==> src/rtl/core/lbur_pkg.sv <==
`default_nettype none
package lbur_pkg;

    localparam int unsigned DATA_W = 32;
    localparam int unsigned CNT_W  = 5;

    localparam logic [DATA_W-1:0] LCG_MUL     = 32'd1664525;
    localparam logic [DATA_W-1:0] LCG_INC     = 32'd1013904223;
    localparam logic [DATA_W-1:0] BOUND_LIMIT = 32'h7FFF_FFFF;
    localparam logic [DATA_W-1:0] ERROR_VALUE = 32'hFFFF_FFFF;
    localparam logic [DATA_W-1:0] DRAW_SPAN   = 32'h8000_0000;
    localparam logic [DATA_W-1:0] SEED_RESET  = 32'd1;

    typedef enum logic {
        DIV_BINS,
        DIV_DRAW
    } t_div_sel;

    typedef enum logic [1:0] {
        SRC_ZERO,
        SRC_ERROR,
        SRC_QUOTIENT
    } t_src;

    typedef struct packed {
        logic     div_start;
        t_div_sel div_sel;
        logic     limit_load;
        logic     mul;
        logic     add;
        logic     out_load;
        t_src     out_src;
    } t_cmd;

    typedef struct packed {
        logic bound_zero;
        logic bound_over;
        logic div_done;
        logic reject;
    } t_sts;

endpackage
`default_nettype wire

==> src/rtl/core/lbur_ifs.sv <==
`default_nettype none
interface lbur_req_if;
    logic        valid;
    logic        ready;
    logic [31:0] upper_bound;

    modport source (output valid, output upper_bound, input ready);
    modport sink   (input valid, input upper_bound, output ready);
endinterface

interface lbur_rsp_if;
    logic        valid;
    logic        ready;
    logic [31:0] value;
    logic        range_error;

    modport source (output valid, output value, output range_error, input ready);
    modport sink   (input valid, input value, input range_error, output ready);
endinterface

interface lbur_cfg_if;
    logic        valid;
    logic        ready;
    logic [31:0] seed;

    modport source (output valid, output seed, input ready);
    modport sink   (input valid, input seed, output ready);
endinterface
`default_nettype wire

==> src/rtl/core/lbur_div.sv <==
`default_nettype none
module lbur_div
    import lbur_pkg::*;
(
    input  wire logic              i_clk,
    input  wire logic              i_rst_n,
    input  wire logic              i_start,
    input  wire logic [DATA_W-1:0] i_dividend,
    input  wire logic [DATA_W-1:0] i_divisor,
    output logic                   o_done,
    output logic [DATA_W-1:0]      o_quotient,
    output logic [DATA_W-1:0]      o_remainder
);

    logic              r_busy;
    logic              r_done;
    logic [CNT_W-1:0]  r_cnt;
    logic [DATA_W-1:0] r_rem;
    logic [DATA_W-1:0] r_quo;
    logic [DATA_W-1:0] r_div;

    logic [DATA_W:0]   shifted;
    logic [DATA_W:0]   diff;
    logic              fits;

    // one restoring step: shift in the next dividend bit, subtract if it fits
    always_comb begin
        shifted = {r_rem, r_quo[DATA_W-1]};
        diff    = shifted - {1'b0, r_div};
        fits    = shifted >= {1'b0, r_div};
    end

    always_ff @(posedge i_clk) begin
        if (!i_rst_n) begin
            r_busy <= 1'b0;
            r_done <= 1'b0;
            r_cnt  <= '0;
        end else begin
            r_done <= 1'b0;
            if (i_start) begin
                r_busy <= 1'b1;
                r_cnt  <= '0;
            end else if (r_busy) begin
                r_cnt <= r_cnt + 1'b1;
                if (r_cnt == CNT_W'(DATA_W - 1)) begin
                    r_busy <= 1'b0;
                    r_done <= 1'b1;
                end
            end
        end
    end

    always_ff @(posedge i_clk) begin
        if (i_start) begin
            r_rem <= '0;
            r_quo <= i_dividend;
            r_div <= i_divisor;
        end else if (r_busy) begin
            r_rem <= fits ? diff[DATA_W-1:0] : shifted[DATA_W-1:0];
            r_quo <= {r_quo[DATA_W-2:0], fits};
        end
    end

    assign o_done      = r_done;
    assign o_quotient  = r_quo;
    assign o_remainder = r_rem;

endmodule
`default_nettype wire

==> src/rtl/core/lbur_dp.sv <==
`default_nettype none
module lbur_dp
    import lbur_pkg::*;
(
    input  wire logic              i_clk,
    input  wire logic              i_rst_n,
    input  wire logic              i_cfg_we,
    input  wire logic [DATA_W-1:0] i_cfg_seed,
    input  wire logic [DATA_W-1:0] i_upper_bound,
    input  wire t_cmd              i_cmd,
    output t_sts                   o_sts,
    output logic [DATA_W-1:0]      o_value,
    output logic                   o_range_error
);

    logic [DATA_W-1:0] r_state;
    logic [DATA_W-1:0] r_prod;
    logic [DATA_W-1:0] r_limit;
    logic [DATA_W-1:0] r_bin_width;
    logic [DATA_W-1:0] r_value;
    logic              r_range_error;

    logic [DATA_W-1:0] div_dividend;
    logic [DATA_W-1:0] div_divisor;
    logic              div_done;
    logic [DATA_W-1:0] div_quotient;
    logic [DATA_W-1:0] div_remainder;
    logic [DATA_W-1:0] draw;
    logic [DATA_W-1:0] n_value;

    // upper 31 bits of the generator word
    assign draw = {1'b0, r_state[DATA_W-1:1]};

    always_comb begin
        unique case (i_cmd.div_sel)
            DIV_BINS: begin
                div_dividend = DRAW_SPAN;
                div_divisor  = i_upper_bound + 1'b1;
            end
            DIV_DRAW: begin
                div_dividend = draw;
                div_divisor  = r_bin_width;
            end
            default: begin
                div_dividend = draw;
                div_divisor  = r_bin_width;
            end
        endcase
    end

    lbur_div u_div (
        .i_clk       (i_clk),
        .i_rst_n     (i_rst_n),
        .i_start     (i_cmd.div_start),
        .i_dividend  (div_dividend),
        .i_divisor   (div_divisor),
        .o_done      (div_done),
        .o_quotient  (div_quotient),
        .o_remainder (div_remainder)
    );

    always_ff @(posedge i_clk) begin
        if (!i_rst_n) begin
            r_state <= SEED_RESET;
        end else if (i_cfg_we) begin
            r_state <= i_cfg_seed;
        end else if (i_cmd.add) begin
            r_state <= r_prod + LCG_INC;
        end
    end

    always_ff @(posedge i_clk) begin
        if (i_cmd.mul) begin
            r_prod <= r_state * LCG_MUL;
        end
        if (i_cmd.limit_load) begin
            r_bin_width <= div_quotient;
            r_limit     <= DRAW_SPAN - div_remainder;
        end
        if (i_cmd.out_load) begin
            r_value       <= n_value;
            r_range_error <= (i_cmd.out_src == SRC_ERROR);
        end
    end

    always_comb begin
        unique case (i_cmd.out_src)
            SRC_ZERO:     n_value = '0;
            SRC_ERROR:    n_value = ERROR_VALUE;
            SRC_QUOTIENT: n_value = div_quotient;
            default:      n_value = '0;
        endcase
    end

    always_comb begin
        o_sts.bound_zero = (i_upper_bound == '0);
        o_sts.bound_over = (i_upper_bound > BOUND_LIMIT);
        o_sts.div_done   = div_done;
        o_sts.reject     = (draw >= r_limit);
    end

    assign o_value       = r_value;
    assign o_range_error = r_range_error;

endmodule
`default_nettype wire

==> src/rtl/core/lbur_ctrl.sv <==
`default_nettype none
module lbur_ctrl
    import lbur_pkg::*;
(
    input  wire logic i_clk,
    input  wire logic i_rst_n,
    input  wire logic i_in_valid,
    output logic      o_in_ready,
    output logic      o_out_valid,
    input  wire logic i_out_ready,
    input  wire t_sts i_sts,
    output t_cmd      o_cmd
);

    typedef enum logic [2:0] {
        S_IDLE,
        S_DIV_BINS,
        S_MUL,
        S_ADD,
        S_CHECK,
        S_DIV_DRAW,
        S_DONE
    } t_state;

    t_state r_state;
    t_state n_state;
    t_src   r_src;
    t_src   n_src;
    logic   r_out_valid;
    logic   n_out_valid;
    logic   out_free;

    assign out_free = !r_out_valid || i_out_ready;

    always_comb begin
        n_state     = r_state;
        n_src       = r_src;
        n_out_valid = r_out_valid && !i_out_ready;
        o_cmd       = '{div_start: 1'b0, div_sel: DIV_BINS, limit_load: 1'b0,
                        mul: 1'b0, add: 1'b0, out_load: 1'b0, out_src: r_src};
        unique case (r_state)
            S_IDLE: begin
                if (i_in_valid) begin
                    priority if (i_sts.bound_zero) begin
                        n_src   = SRC_ZERO;
                        n_state = S_DONE;
                    end else if (i_sts.bound_over) begin
                        n_src   = SRC_ERROR;
                        n_state = S_DONE;
                    end else begin
                        o_cmd.div_start = 1'b1;
                        n_src           = SRC_QUOTIENT;
                        n_state         = S_DIV_BINS;
                    end
                end
            end
            S_DIV_BINS: begin
                if (i_sts.div_done) begin
                    o_cmd.limit_load = 1'b1;
                    n_state          = S_MUL;
                end
            end
            S_MUL: begin
                o_cmd.mul = 1'b1;
                n_state   = S_ADD;
            end
            S_ADD: begin
                o_cmd.add = 1'b1;
                n_state   = S_CHECK;
            end
            S_CHECK: begin
                // redraw until the word falls below the limit
                if (i_sts.reject) begin
                    n_state = S_MUL;
                end else begin
                    o_cmd.div_start = 1'b1;
                    o_cmd.div_sel   = DIV_DRAW;
                    n_state         = S_DIV_DRAW;
                end
            end
            S_DIV_DRAW: begin
                o_cmd.div_sel = DIV_DRAW;
                if (i_sts.div_done) begin
                    n_state = S_DONE;
                end
            end
            S_DONE: begin
                // hold until the output register can take the result
                if (out_free) begin
                    o_cmd.out_load = 1'b1;
                    n_out_valid    = 1'b1;
                    n_state        = S_IDLE;
                end
            end
            default: begin
                n_state = S_IDLE;
            end
        endcase
    end

    always_ff @(posedge i_clk) begin
        if (!i_rst_n) begin
            r_state     <= S_IDLE;
            r_src       <= SRC_ZERO;
            r_out_valid <= 1'b0;
        end else begin
            r_state     <= n_state;
            r_src       <= n_src;
            r_out_valid <= n_out_valid;
        end
    end

    assign o_in_ready  = (r_state == S_IDLE);
    assign o_out_valid = r_out_valid;

endmodule
`default_nettype wire

==> src/rtl/core/lcg_bounded_uniform_random.sv <==
// Channel   Dir  Payload                       Transaction
// i_req     in   upper_bound[31:0]             valid & ready at rising i_clk
// o_rsp     out  value[31:0], range_error      valid & ready at rising i_clk
// i_cfg     in   seed[31:0]                    valid & ready; ready is always high
//
// A zero or out-of-range bound skips the divider and loads o_rsp once it is free.
// Otherwise the steps are: the bin-size division, then per draw a multiply, an add
// and a check, repeated while the draw is rejected, then the final division, and
// last the load into o_rsp; the next request is taken once o_rsp has been loaded.
// Both divisions run on the one 32-step restoring divider.
// Reset (synchronous, active low) loads the generator with 1 and empties the
// output register. A new request is taken while a result waits in o_rsp.
`default_nettype none
module lcg_bounded_uniform_random
    import lbur_pkg::*;
(
    input  wire logic  i_clk,
    input  wire logic  i_rst_n,
    lbur_req_if.sink   i_req,
    lbur_rsp_if.source o_rsp,
    lbur_cfg_if.sink   i_cfg
);

    t_cmd cmd;
    t_sts sts;
    logic cfg_we;

    assign i_cfg.ready = 1'b1;
    assign cfg_we      = i_cfg.valid;

    lbur_ctrl u_ctrl (
        .i_clk       (i_clk),
        .i_rst_n     (i_rst_n),
        .i_in_valid  (i_req.valid),
        .o_in_ready  (i_req.ready),
        .o_out_valid (o_rsp.valid),
        .i_out_ready (o_rsp.ready),
        .i_sts       (sts),
        .o_cmd       (cmd)
    );

    lbur_dp u_dp (
        .i_clk         (i_clk),
        .i_rst_n       (i_rst_n),
        .i_cfg_we      (cfg_we),
        .i_cfg_seed    (i_cfg.seed),
        .i_upper_bound (i_req.upper_bound),
        .i_cmd         (cmd),
        .o_sts         (sts),
        .o_value       (o_rsp.value),
        .o_range_error (o_rsp.range_error)
    );

endmodule
`default_nettype wire
==> src/flat_wrapper.sv <==
// flat-port wrapper written by rule: the top's interface ports become plain ports
module lcg_bounded_uniform_random_flat import lbur_pkg::*;
  (i_clk, i_rst_n, i_req_valid, i_req_upper_bound, i_req_ready, o_rsp_valid, o_rsp_value, o_rsp_range_error, o_rsp_ready, i_cfg_valid, i_cfg_seed, i_cfg_ready);
  lbur_req_if i_req_i ();
  lbur_rsp_if o_rsp_i ();
  lbur_cfg_if i_cfg_i ();
  input  wire logic i_clk;
  input  wire logic i_rst_n;
  input wire logic [$bits(i_req_i.valid)-1:0] i_req_valid;
  input wire logic [$bits(i_req_i.upper_bound)-1:0] i_req_upper_bound;
  output wire logic [$bits(i_req_i.ready)-1:0] i_req_ready;
  output wire logic [$bits(o_rsp_i.valid)-1:0] o_rsp_valid;
  output wire logic [$bits(o_rsp_i.value)-1:0] o_rsp_value;
  output wire logic [$bits(o_rsp_i.range_error)-1:0] o_rsp_range_error;
  input wire logic [$bits(o_rsp_i.ready)-1:0] o_rsp_ready;
  input wire logic [$bits(i_cfg_i.valid)-1:0] i_cfg_valid;
  input wire logic [$bits(i_cfg_i.seed)-1:0] i_cfg_seed;
  output wire logic [$bits(i_cfg_i.ready)-1:0] i_cfg_ready;
  assign i_req_i.valid = i_req_valid;
  assign i_req_i.upper_bound = i_req_upper_bound;
  assign i_req_ready = i_req_i.ready;
  assign o_rsp_valid = o_rsp_i.valid;
  assign o_rsp_value = o_rsp_i.value;
  assign o_rsp_range_error = o_rsp_i.range_error;
  assign o_rsp_i.ready = o_rsp_ready;
  assign i_cfg_i.valid = i_cfg_valid;
  assign i_cfg_i.seed = i_cfg_seed;
  assign i_cfg_ready = i_cfg_i.ready;
  lcg_bounded_uniform_random u_core (.i_clk(i_clk), .i_rst_n(i_rst_n), .i_req(i_req_i), .o_rsp(o_rsp_i), .i_cfg(i_cfg_i));
endmodule
==> config.mk <==
export PLATFORM = sky130hd
export DESIGN_NAME = lcg_bounded_uniform_random_flat
export DESIGN_NICKNAME = d
export VERILOG_FILES = /design/src/rtl/core/lbur_pkg.sv /design/src/rtl/core/lbur_ifs.sv /design/src/rtl/core/lbur_div.sv /design/src/rtl/core/lbur_dp.sv /design/src/rtl/core/lbur_ctrl.sv /design/src/rtl/core/lcg_bounded_uniform_random.sv /design/src/flat_wrapper.sv
export SDC_FILE = /design/constraint.sdc
export NUM_CORES = 1
export LEC_CHECK = 0
export BUFFER_PORTS_ARGS = -buffer_cell sky130_fd_sc_hd__buf_2
export CORE_MARGIN = 4
export CORE_UTILIZATION = 55
export DETAILED_ROUTE_END_ITERATION = 10
export HOLD_SLACK_MARGIN = 0.03
export PLACE_DENSITY = 0.76
export SLEW_MARGIN = 30
export SYNTH_ARGS = -nofsm -noshare
export SYNTH_HDL_FRONTEND = slang
export SYNTH_SLANG_ARGS = --single-unit
export TNS_END_PERCENT = 20
==> constraint.sdc <==
create_clock -name i_clk -period 5.8 [get_ports i_clk]
set_clock_uncertainty 0.1 [all_clocks]
set_input_delay 0.29 -clock i_clk [delete_from_list [all_inputs] [get_ports i_clk]]
set_output_delay 0.29 -clock i_clk [all_outputs]
set_load 0.1 [all_outputs]
[Word-level counts from Yosys, hierarchy flattened]
Index checks and enable logic that the tools add are counted.
Storage, ports and cells
  bits in registers: 270
  bits in latches: 0
  RAM bits: 0
  memory bits (read-only): 0
  output and inout bits: 36
  logic and storage cells: 88
  memories: 0
Cells by class
  add/subtract/negate cells: 5
  multiply operators: 1
  div/mod/pow operators: 0
  magnitude comparators: 3
  eq/ne operators: 13
  shifts and indexed selects: 0
  mux-type cells: 36
  bitwise logic cells: 3
  reductions and logical operators: 12
Operators with widths (count)
  $pmux W32 S2: 3
  $mux W32: 5
  $ge A33 B32 Y1: 1
  $add A32 B1 Y32 const B: 1
  $add A32 B30 Y32 const B: 1
  $ge A31 B32 Y1: 1
  $gt A32 B31 Y1 const B: 1
  $logic_not A32 Y1: 1
  $mul A32 B21 Y32 const B: 1
  $sub A32 B32 Y32: 1
  $sub A32 B32 Y32 const A: 1
  $mux W3: 7
  $pmux W3 S7: 1
  $mux W1: 15
  $eq A3 B3 Y1 const B: 3
  $ne A2 B2 Y1 const B: 4
  $eq A3 B2 Y1 const B: 2
  $mux W2: 3
  $add A5 B1 Y5 const B: 1
  $eq A5 B5 Y1 const B: 1
  $pmux W1 S2: 2
  $reduce_and A4 Y1: 1
  $reduce_bool A2 Y1: 2
  $eq A3 B1 Y1 const B: 1
  10 further kinds: 13

[Longest topological paths before layout]
  depth after elaboration: 6
  mapped depth: 22
  mapped depth without buffers: 22

[Modules after synthesis]
From an unflattened synthesis, not the netlist that was laid out.
Unflattened totals
  cell total of the unflattened synthesis: 2198
  area, all modules: 21848.5 um^2
By module, submodules not included
  lbur_dp: instances 1, cells each 1568, area each 15423.5 um^2
  lbur_div: instances 1, cells each 575, area each 5972.0 um^2
  lbur_ctrl: instances 1, cells each 53, area each 441.7 um^2
  lcg_bounded_uniform_random: instances 1, cells each 2, area each 11.3 um^2

[Least setup slack after synthesis]
No wires, ideal clock.
  path kind: reg2reg
  from: reg u_core.u_dp.r_state[4]
  to: reg u_core.u_dp.r_prod[31], data pin
  library setup time: 0.260 ns
  arrival: 5.732 ns
  required time: 5.440 ns
  setup slack: -0.291 ns
  stages on the path, launching flop included: 22
  clock period less this slack: 6.091 ns
  cells stage by stage: dfxtp_1 ha_1 fa_1 inv_1 fa_1 inv_1 fa_1 fa_1 fa_1 inv_1 fa_1 inv_1 ha_1 a21oi_1 a21oi_1 or2_2 a21o_1 nand2_1 o311ai_0 a31o_2 a21oi_1 xnor2_1
Between the ends
  cells in the longest elaborated chain, start to end: 1
Ends and longest elaborated chain
  start: declaration: RTL line lbur_dp.sv:16  | logic [DATA_W-1:0] r_state;
  start signal: assignment: RTL line lbur_dp.sv:66  | r_state <= i_cfg_seed;
  start signal: assignment: RTL line lbur_dp.sv:68  | r_state <= r_prod + LCG_INC;
  $mul A32 B21 Y32: RTL line lbur_dp.sv:74  | r_prod <= r_state * LCG_MUL;
  end signal: assignment: RTL line lbur_dp.sv:74
  end: declaration: RTL line lbur_dp.sv:17  | logic [DATA_W-1:0] r_prod;
No other way between the ends.
A chain may end at the register's enable or synchronous reset.

[Worst setup path in the final report]
Ends and elaborated chain as after synthesis.

==> flow_summary_export.csv <==
group,metric,value,unit
status,outcome,"finished clean",
clock_network,cts.sink_count,270,
route,totalWireLength,57600,microns
pwr,leakagePower,11.0,nW
setup_path,cp-startpoint,"u_core.u_dp.r_state[4]",
sta,tns,0,ns
final_layout,drive_above_1_share,16.7,%
clock_network,cts_made_buffers,30,
synth,synth_adder_area_share,26.1,%
placed_design,numPortBuffers,103,
clock_network,path_clk_slew,0.07,ns
setup_path,endpoint_kind,"flop",
sta,finalCritPeriodShare,99.1,%
floorplanning,fp.dieW,205,microns
synth,synth_xor_area_share,5.95,%
clock_network,htree_levels,1,
sta,fin_crit,5.75,ns
placed_design,dp_hpwl,44100,microns
grt,grt_pass1_wl,90100,microns
sta,slew_viol_final,0,
sta,max_freq,174,MHz
route,detail-route-antenna-nets,0,
setup_path,crit_path_top_delay_cell,"fa_1",
floorplanning,ios,105,
setup_path,reg2reg_from,"u_core.u_dp.r_state[4]",
pwr,p_per_area,623,nW/um^2
setup_path,cp_max_fo,5,
route,dr.pass1.iters,6,
synth,synth_edf_count,193,
setup_path,required,6.04,ns
setup_path,cp_common_cell,"fa_1",
floorplanning,coreArea,37900,sq um
setup_path,path_cells,"ha_4 > fa_1 > inv_1 > fa_1 > inv_1 > fa_1 > fa_1 > fa_1 > inv_2 > fa_1 > inv_2 > ha_4 > a21oi_4 > a21oi_2 > or2_4 > a21o_1 > nand2_2 > o311ai_4 > a31o_2 > a21oi_2 > xnor2_1",
setup_path,cp_data_arrival_time,5.99,ns
setup_path,crit_buf_inv,4,
sta,setup_violations,0,
placed_design,place_congestion,0.915,
final_layout,area.growth.synth_to_final,16.4,%
sta,maxSlewHeadroom,41.5,%
setup_path,cp_top_family,"adder cells",
clock_network,cts_root_buf,"clkbuf_16",
synth,synth_cells,2140,
route,drt_iter0_drc,1475,
synth,ys.flop_type,"edfxtp_1",
sta,hold_ws,0.0673,ns
clock_network,cts_tree,"built",
synth,yosysWarnings,0,
synth,synth_compound_area_share,12.2,%
clock_network,clk_latency,0.60,ns
synth,syn_nets,2574,
synth,syn_area_per_cell,9.97,sq um
floorplanning,fp.dieH,205,microns
synth,synthMuxAreaShare,2.28,%
sta,hold_viol_final,0,
pwr,vdd_drop_max,0.611,mV
synth,ys_types,82,
route,routed-via-count,16702,
setup_path,path_class,"reg2reg",
final_layout,antenna_cells,0,
synth,ys_seq_area_share,34.4,%
synth,ys_ff_latch,270,
synth,async_reset_ff_share,0,%
sta,grt_setup_unrepaired,"true",
grt,grt_max_degree,69,
floorplanning,fp.dieArea,42000,sq um
grt,gr-total-overflow,0,
route,drc,0,
final_layout,final_nets,2786,
synth,yosys.area_share.simple,12.0,%
worst_hold_path,hp-start,"i_req_upper_bound[16]",
grt,grtUsageTotal,27.1,%
floorplanning,row_count,71,
synth,synth_top_family_by_area,"adder cells",
route,viasPerCell,5.79,
grt,antenna_found_initial,0,
floorplanning,start_util,56.2,%
grt,grt_pass1_vias,16694,
setup_path,start_kind,"flop",
sta,worst_pin_slew,0.877,ns
synth,syn_area,21300,sq um
worst_hold_path,hold_class,"in2reg",
clock_network,cts_buffer_depth,3,
run,drv_cap,0,
route,wl_per_cell,19.9,microns
setup_path,critPathMaxStageDelay,0.55,ns
synth_stat cells, drive strengths merged, types with 17 or more instances:
| cell | number | area [sq um] |
|---|---|---|
| o211a | 17 | 170 |
| o21ai | 88 | 455 |
| a21oi | 117 | 604 |
| xnor2 | 103 | 902 |
| and3 | 23 | 144 |
| o211ai | 19 | 143 |
| nor2 | 138 | 518 |
| edfxtp | 193 | 5800 |
| a21o | 29 | 218 |
| clkbuf | 47 | 176 |
| nor3 | 46 | 245 |
| mux2 | 36 | 405 |
| nor4 | 19 | 146 |
| buf | 19 | 109 |
| nor2b | 22 | 138 |
| dfxtp | 77 | 1540 |
| nand3 | 33 | 165 |
| nand2 | 151 | 567 |
| a211oi | 30 | 230 |
| ha | 233 | 2920 |
| or3 | 17 | 111 |
| fa | 132 | 2640 |
| inv | 332 | 1250 |
| xor2 | 42 | 368 |
path summary, 6_finish.rpt:
path,slack [ns],end,depth (start not counted)
max,0.05,u_core.u_dp.r_prod[31],21
min,0.07,u_core.u_dp.u_div.r_div[16],3
max reg2reg,0.05,u_core.u_dp.r_prod[31],21
min reg2reg,0.41,u_core.u_ctrl.r_src[1],2
cell usage in the layout (no fill, tap or decap), types with 32 or more instances in the layout:
cell type / count
nor3_1: 40
dfxtp_1: 64
inv_1: 320
buf_2: 103
nand2_1: 150
mux2_2: 34
o21ai_0: 77
fa_1: 128
buf_4: 105
xor2_1: 41
clkbuf_16: 32
nor2_1: 135
dlygate4sd3_1: 35
edfxtp_1: 193
a21oi_1: 108
ha_1: 211
xnor2_1: 103
stage by stage:
step           std cells  power [mW]  setup WS (ns)  util (%)  instance area (sq um)
2_1_floorplan       2140        9.97        -0.0229         -                  21400
3_3_place_gp        2789        12.4         -0.154      60.8                  23100
3_5_place_dp        2789        12.7         -0.282      60.9                  23100
4_1_cts             2882        14.8        0.00930      64.7                  24600
5_1_grt             2887        16.7        -0.0951      65.4                  24800
6_report            2887        15.5         0.0533      65.4                  24800
state kept, by name, indices dropped and copies added (netlist names), 2 cells and up:
| register | cells |
|---|---|
| u_core.u_ctrl.r_src | 2 |
| u_core.u_ctrl.r_state | 3 |
| u_core.u_dp.o_value | 32 |
| u_core.u_dp.r_bin_width | 32 |
| u_core.u_dp.r_limit | 32 |
| u_core.u_dp.r_prod | 32 |
| u_core.u_dp.r_state | 32 |
| u_core.u_dp.u_div.o_quotient | 32 |
| u_core.u_dp.u_div.o_remainder | 32 |
| u_core.u_dp.u_div.r_cnt | 5 |
| u_core.u_dp.u_div.r_div | 32 |
timing repair:
action                                  4_1_cts  5_1_grt
hold endpoints to repair                     35        0
buffers inserted                              2        5
endpoints found under the setup margin        7        9
pin swaps                                    13       43
resized for setup                            15       55
gates cloned                                  0        0
hold buffers                                 35        0
layer usage:
metal  wire, microns  up-vias  track usage, %
li1                -     7780               -
met1           24300     8144            37.7
met2           27000      647            44.4
met3            4120      131            3.45
met4            2070        0            8.80
met5               0        -               0
report_power, final:
group	internal, mW	switching (mW)
logic	4.42	5.43
clock network	1.13	0.835
registers	3.02	0.633
cell type report:
cell class / instances / area [sq um]
inverter: 332 / 1250
clock inverter: 16 / 173
sequential: 270 / 7370
fill: 2955 / 13100
timing repair buffer: 246 / 1700
tap: 511 / 639
multi-input combinational: 1472 / 12900
clock buffer: 40 / 851
cells by family after synthesis:
group,count (synthesis)
compound gates,395
mux,44
buf+inv,398
fa+ha+maj,365
xor+xnor,145
flops,270
other cells,1
simple gates,522
worst min-delay path: cells and delay by family:
family	cells	cell delay [ns]
buffers and inverters	1	0.12
xor gates and xnor gates	1	0.08
muxes	1	0.14
Note: power is estimated with default switching activity, not from simulation.
